## src/rtl/core/positional_list_engine_core_macros.svh

```systemverilog
`ifndef POSITIONAL_LIST_ENGINE_CORE_MACROS_SVH
`define POSITIONAL_LIST_ENGINE_CORE_MACROS_SVH

// clocked check, off while reset is asserted
`define PLE_ASSERT(label, expr, msg) \
	label: assert property (@(posedge clk) disable iff (!arst_n) (expr)) else $error(msg);

// implication checked on every clock edge
`define PLE_ASSERT_IMPL(label, cond, expr, msg) \
	label: assert property (@(posedge clk) disable iff (!arst_n) (cond) |-> (expr)) \
		else $error(msg);

`endif

```

## src/rtl/core/ple_pkg.sv

```systemverilog
package ple_pkg;

	localparam int DATA_W   = 32;
	localparam int ACTION_W = 3;
	localparam int POS_W    = 5;
	localparam int STATUS_W = 2;
	localparam int COUNT_W  = 5;

	typedef enum logic [ACTION_W-1:0] {
		ACT_RETRIEVE = 3'd0,
		ACT_INSERT   = 3'd1,
		ACT_REMOVE   = 3'd2,
		ACT_REPLACE  = 3'd3,
		ACT_CLEAR    = 3'd4
	} action_t;

	typedef enum logic [STATUS_W-1:0] {
		ST_OK    = 2'd0,
		ST_RANGE = 2'd1,
		ST_FULL  = 2'd2
	} status_t;

	typedef enum logic [1:0] {
		CELL_HOLD,
		CELL_INSERT,
		CELL_REMOVE,
		CELL_REPLACE
	} cell_op_t;

	typedef struct packed {
		cell_op_t          op;
		logic [DATA_W-1:0] value;
	} cell_cmd_t;

endpackage

```

## src/rtl/core/positional_list_engine_core.sv

```systemverilog
// Ordered list of up to CAPACITY signed 32-bit entries addressed by position. Each request
// (retrieve, insert, remove, replace, clear) yields one response with status, value read and
// entry count; a new request is taken every cycle while the response register is empty or
// being drained. Inserts and removes shift the list through a row of CAPACITY entry cells,
// each loading from its lower or upper neighbor at once, so the cost per request does not
// depend on the position. Entries need no clearing after reset; only the entry count and the
// response valid flag are reset. The count field carries the low five bits of the entry count.
`include "positional_list_engine_core_macros.svh"

module positional_list_engine_core #(
	parameter int CAPACITY = 16
) (
	input  logic        clk,
	input  logic        arst_n,
	input  logic        s_tvalid,
	output logic        s_tready,
	input  logic [39:0] s_tdata,  // action[2:0], position[7:3], value_in[39:8]
	output logic        m_tvalid,
	input  logic        m_tready,
	output logic [39:0] m_tdata   // status[1:0], value_out[33:2], count[38:34], zero[39]
);
	import ple_pkg::*;

	localparam int IW   = (CAPACITY > 1) ? $clog2(CAPACITY) : 1;
	localparam int CW   = $clog2(CAPACITY + 1);
	localparam int CMPW = (CW > POS_W) ? CW : POS_W;
	localparam logic [CMPW-1:0] CAP_C = CMPW'(CAPACITY);

	logic [ACTION_W-1:0] action;
	logic [POS_W-1:0]    position;
	logic [DATA_W-1:0]   value_in;

	logic [CW-1:0]     count_q;
	logic [CW-1:0]     count_d;
	logic              m_tvalid_q;
	logic [39:0]       m_tdata_q;
	logic              s_acc;
	logic [CMPW-1:0]   pos_c;
	logic [CMPW-1:0]   cnt_c;
	logic [IW-1:0]     pos_idx;
	logic              in_range;
	logic              ins_range;
	logic              full;
	status_t           res_status;
	logic [DATA_W-1:0] res_value;
	logic [DATA_W-1:0] rd_value;
	cell_cmd_t         cmd;
	logic [DATA_W-1:0] cell_val [CAPACITY];

	assign action   = s_tdata[2:0];
	assign position = s_tdata[7:3];
	assign value_in = s_tdata[39:8];

	assign s_tready = !m_tvalid_q || m_tready;
	assign s_acc    = s_tvalid && s_tready;

	assign pos_c     = CMPW'(position);
	assign cnt_c     = CMPW'(count_q);
	assign pos_idx   = IW'(position);
	assign in_range  = pos_c < cnt_c;
	assign ins_range = pos_c <= cnt_c;
	assign full      = cnt_c == CAP_C;
	assign rd_value  = cell_val[pos_idx];

	always_comb begin
		res_status = ST_OK;
		res_value  = '0;
		count_d    = count_q;
		cmd.op     = CELL_HOLD;
		cmd.value  = value_in;
		unique case (action)
			ACT_RETRIEVE: begin
				if (!in_range) begin
					res_status = ST_RANGE;
				end else begin
					res_value = rd_value;
				end
			end
			ACT_INSERT: begin
				if (!ins_range) begin
					res_status = ST_RANGE;
				end else if (full) begin
					res_status = ST_FULL;
				end else begin
					cmd.op  = CELL_INSERT;
					count_d = count_q + 1'b1;
				end
			end
			ACT_REMOVE: begin
				if (!in_range) begin
					res_status = ST_RANGE;
				end else begin
					res_value = rd_value;
					cmd.op    = CELL_REMOVE;
					count_d   = count_q - 1'b1;
				end
			end
			ACT_REPLACE: begin
				if (!in_range) begin
					res_status = ST_RANGE;
				end else begin
					cmd.op = CELL_REPLACE;
				end
			end
			ACT_CLEAR: count_d = '0;
			default: res_status = ST_RANGE;
		endcase
		if (!s_acc) begin
			cmd.op = CELL_HOLD;
		end
	end

	for (genvar i = 0; i < CAPACITY; i++) begin : g_cell
		ple_cell #(
			.IDX (i),
			.IW  (IW)
		) u_cell (
			.clk   (clk),
			.cmd   (cmd),
			.pos   (pos_idx),
			.left  ((i == 0) ? cell_val[0] : cell_val[(i == 0) ? 0 : i - 1]),
			.right (cell_val[(i == CAPACITY - 1) ? i : i + 1]),
			.value (cell_val[i])
		);
	end

	always_ff @(posedge clk or negedge arst_n) begin
		if (!arst_n) begin
			count_q    <= '0;
			m_tvalid_q <= 1'b0;
		end else begin
			if (s_acc) begin
				count_q    <= count_d;
				m_tvalid_q <= 1'b1;
			end else if (m_tready) begin
				m_tvalid_q <= 1'b0;
			end
		end
	end

	always_ff @(posedge clk) begin
		if (s_acc) begin
			m_tdata_q <= {1'b0, COUNT_W'(count_d), res_value, res_status};
		end
	end

	assign m_tvalid = m_tvalid_q;
	assign m_tdata  = m_tdata_q;

	`PLE_ASSERT(a_count_bound, CMPW'(count_q) <= CAP_C, "entry count beyond capacity")
	`PLE_ASSERT_IMPL(a_full_only_at_cap, s_acc && res_status == ST_FULL, full,
		"full status below capacity")
	`PLE_ASSERT_IMPL(a_clear_empties, s_acc && action == ACT_CLEAR,
		##1 (count_q == '0 && m_tvalid), "clear did not empty the list")
	`PLE_ASSERT_IMPL(a_insert_counts, s_acc && action == ACT_INSERT && res_status == ST_OK,
		##1 (count_q == CW'($past(count_q) + 1'b1)), "insert did not bump the count")

endmodule

```

## src/rtl/core/ple_cell.sv

```systemverilog
module ple_cell #(
	parameter int IDX = 0,
	parameter int IW  = 4
) (
	input  logic                      clk,
	input  ple_pkg::cell_cmd_t        cmd,
	input  logic [IW-1:0]             pos,
	input  logic [ple_pkg::DATA_W-1:0] left,
	input  logic [ple_pkg::DATA_W-1:0] right,
	output logic [ple_pkg::DATA_W-1:0] value
);
	import ple_pkg::*;

	localparam logic [IW-1:0] MY_IDX = IW'(IDX);

	logic [DATA_W-1:0] value_q;
	logic [DATA_W-1:0] value_d;

	always_comb begin
		value_d = value_q;
		unique case (cmd.op)
			CELL_HOLD: value_d = value_q;
			CELL_INSERT: begin
				if (MY_IDX == pos) begin
					value_d = cmd.value;
				end else if (MY_IDX > pos) begin
					value_d = left;
				end
			end
			CELL_REMOVE: begin
				if (MY_IDX >= pos) begin
					value_d = right;
				end
			end
			CELL_REPLACE: begin
				if (MY_IDX == pos) begin
					value_d = cmd.value;
				end
			end
			default: value_d = value_q;
		endcase
	end

	always_ff @(posedge clk) begin
		value_q <= value_d;
	end

	assign value = value_q;

endmodule

```

## config.mk

```make
export PLATFORM = sky130hd
export DESIGN_NAME = positional_list_engine_core
export DESIGN_NICKNAME = d
export VERILOG_FILES = /design/src/rtl/core/ple_pkg.sv /design/src/rtl/core/positional_list_engine_core.sv /design/src/rtl/core/ple_cell.sv
export VERILOG_INCLUDE_DIRS = /design/src /design/src/rtl/core
export SDC_FILE = /design/constraint.sdc
export NUM_CORES = 2
export LEC_CHECK = 0
export BUFFER_PORTS_ARGS = -buffer_cell sky130_fd_sc_hd__buf_4
export CORE_MARGIN = 3
export CORE_UTILIZATION = 45
export DETAILED_ROUTE_END_ITERATION = 16
export PLACE_DENSITY_LB_ADDON = 0.05
export SLEW_MARGIN = 0
export SYNTH_ARGS = -nofsm -noshare
export SYNTH_HDL_FRONTEND = slang
export SYNTH_SLANG_ARGS = --single-unit
```

## constraint.sdc

```tcl
create_clock -name clk -period 19.15 [get_ports clk]
set_input_delay 3.83 -clock clk [delete_from_list [all_inputs] [get_ports clk]]
set_output_delay 3.83 -clock clk [all_outputs]
set_load 0.01 [all_outputs]
```

==> qor.yml <==
critical_path:
  reg2reg_depth: 12
  critPathLaunchType: "primary input"
  cp_max_fo: 142
  required_ns: 19.58
  critical_path_arrival_ns: 8.64
  regToRegSetupSlack_ns: 14.31
  endpoint_kind: "flip-flop"
  r2r_end: "g_cell[2].u_cell.value[31]$_DFFE_PP_"
  rr_startpoint: "cnt_c[2]$_DFFE_PN0P_"
  setup.worst_path.class: "in -> reg"
place:
  dp.cells: 3136
  place_congestion: 0.8840
  portBuffers: 84
  dpl.hpwl_mm: 60.25
hold_path:
  worstHoldPathType: "reg -> reg"
  holdPathStages: 2
  hp-start: "m_tvalid$_DFFE_PN0P_"
  hold-path-endpoint: "m_tvalid$_DFFE_PN0P_"
timing:
  max_slew_margin_pct: 12.28
  fin_skew_ns: 0.01108
  finalSetupTns_ns: 0
  worst_slew_pin_slew_ns: 1.316
  drv_slew: 0
  fin_crit_ns: 8.211
  setup_violations: 0
  timing_hold_violations_final: 0
  rsz0062_at_grt: "false"
  whs_ns: 0.5904
  min_period_over_period_pct: 42.88
  clock.fmax_mhz: 121.8
layout:
  drive_above_1_share_pct: 20.34
  fillCellCount: 5504
  n_antenna_cell: 0
  area_growth_pct: 12.53
  final_net_count: 2411
  final_cell_count_no_fill: 3250
die:
  io_pins: 86
  row_count: 92
  initial_core_util_pct: 45.77
  die_h_um: 260.2
  die_w_um: 260.2
  dieArea_um2: 67720
  coreArea_um2: 63540
synthesis:
  netlist_area_um2: 29090
  ys_ff_latch: 557
  synth_commonest_cells: "551 x edfxtp_1, 321 x a22oi_1, 300 x nand2_1"
  yosysMostFrequentCell: "edfxtp_1"
  yosysTopAreaCellShare_pct: 56.89
  synth_ff_type: "edfxtp_1"
  yosysUniqueCellTypes: 61
  yosysTopAreaCell: "edfxtp_1"
  syn-num-nets: 2399
  synth_area_leaders: "edfxtp_1 57%, a22oi_1 8.3%, mux4_2 7.4%"
  async_reset_ff_share_pct: 1.077
  synthCells: 2347
  synth.avg_cell_area_um2: 12.39
  synth_seq_area_share_pct: 57.40
  synth-warning-count: 0
  synth_edf_count: 551
cts:
  clock_sinks: 557
  cts-root-buf: "clkbuf_16"
  path_clk_slew_ns: 0.05
  tritoncts: "yes"
  cts_max_level: 3
  numCtsBuffers: 67
  cts_hold_buf: 0
  insertion_delay_ns: 0.61
  clock_path_buffers: 3
  cts_resized: 0
  post_cts_buffers: 0
drt:
  vias: 22922
  firstDrtPassIters: 6
  drc: 0
  wl_per_cell_um: 33.97
  routed_wl_mm: 110.4
  top_layer: "met4"
  vias_per_cell: 7.053
  met1_length_mm: 44.29
  ant_nets: 0
  dr_wl_met2_mm: 49.09
  dr.first_iter.drc_count: 2894
  wl_met3_mm: 11.03
global_routing:
  grt_pass1_wl_mm: 160.0
  grt-ovfl-total: 0
  antenna_found_initial: 1
  grt_start_max_net_pins: 143
  grt_pass1_vias: 22940
  grt_usage_pct: 32.44
power:
  irDropWorstVdd_uv: 68.53
  p_per_area_nw_per_um2: 91.14
  p_leak_uw: 0.01107
  p_total_uw: 2983
job:
  drv_cap: 0
status:
  outcome: "complete, no violations"
area by class of cell:
| cell class | instances | area (um^2) | share of cell area (%) |
|---|---|---|---|
| flip-flops and latches | 557 | 16700 | 51.01 |
| multi-input cells | 1545 | 11680 | 35.69 |
| clock buffers | 83 | 1822 | 5.566 |
| repair buffers | 147 | 1124 | 3.433 |
| well taps | 846 | 1059 | 3.234 |
| clock inverters | 31 | 195.2 | 0.5964 |
| inverters | 41 | 153.9 | 0.4702 |
layout by cell type (no fill, tap or decap), types with 3 or more instances in the layout:
cell type / count
edfxtp_1: 551
a22oi_1: 321
nand2_1: 293
a21oi_1: 167
o22ai_1: 160
o21ai_0: 152
buf_4: 144
mux2_2: 97
mux4_2: 96
clkbuf_16: 71
clkinv_1: 49
a21o_1: 33
a22o_1: 32
a41oi_1: 32
nor2_1: 19
o21ai_1: 16
a21oi_4: 14
clkbuf_1: 12
o21ai_4: 10
nor2_4: 10
inv_1: 8
nand2_2: 8
nand3_1: 8
ha_1: 8
clkinv_2: 8
dfrtp_1: 6
nor2b_1: 5
nand2b_1: 4
mux2i_1: 4
nor3_1: 4
o311ai_0: 3
nand4_1: 3
and3_1: 3
nor3_2: 3
a2bb2oi_1: 3
clkinvlp_4: 3
critical path, stage by stage:
cell and delay (ns):
buf_4 0.74, ha_1 0.37, nand2_1 0.14, a211oi_4 0.09, or3_1 0.39, buf_4 0.27, nor2_4 0.16, buf_4 0.74
buf_12 0.49, buf_4 0.73, a22oi_1 0.18, o21ai_0 0.13
routing by layer:
| metal | track usage [%] | vias up |
|---|---|---|
| li1 | - | 9493 |
| met1 | 44.99 | 11557 |
| met2 | 49.10 | 1585 |
| met3 | 6.164 | 287 |
| met4 | 15.98 | 0 |
| met5 | 0 | - |
metrics by stage:
step           cell area, um^2  utilization (%)  setup slack [ns]
2_1_floorplan            29090                -             8.233
3_3_place_gp             30710            48.33             10.61
3_5_place_dp             30710            48.33             10.55
4_1_cts                  32730            51.51             11.03
5_1_grt                  32730            51.51             10.82
6_report                 32730            51.51             10.94
where the power goes:
group / internal, uW / switching, uW
clock: 697 / 508
combinational: 122 / 247
sequential: 1380 / 24.6
cell families after synthesis:
family	synth area share [%]
compound gates	21.70
xor+xnor	0.03012
flops	57.40
buf+inv	4.005
simple gates	5.145
fa+ha+maj	0.3442
other cells	0.01289
mux	11.36
sequential cells by signal (all words and copies together), names as in the netlist:
| signal | cells |
|---|---|
| g_cell.u_cell.value | 512 |
| m_tdata | 39 |
| cnt_c | 5 |
| m_tvalid | 1 |
worst max-delay path by stage:
stage	from	end	cells past startpoint
final	s_tdata[6]	g_cell[2].u_cell.value[31]$_DFFE_PP_	12
after global routing	s_tdata[6]	g_cell[2].u_cell.value[31]$_DFFE_PP_	12
after CTS	m_tready	s_tready	3
after detailed placement	s_tdata[6]	g_cell[6].u_cell.value[19]$_DFFE_PP_	12
after global placement	s_tdata[6]	g_cell[4].u_cell.value[21]$_DFFE_PP_	12
after floorplan	s_tdata[3]	g_cell[5].u_cell.value[0]$_DFFE_PP_	9
Power figures use the tool's default switching activity.
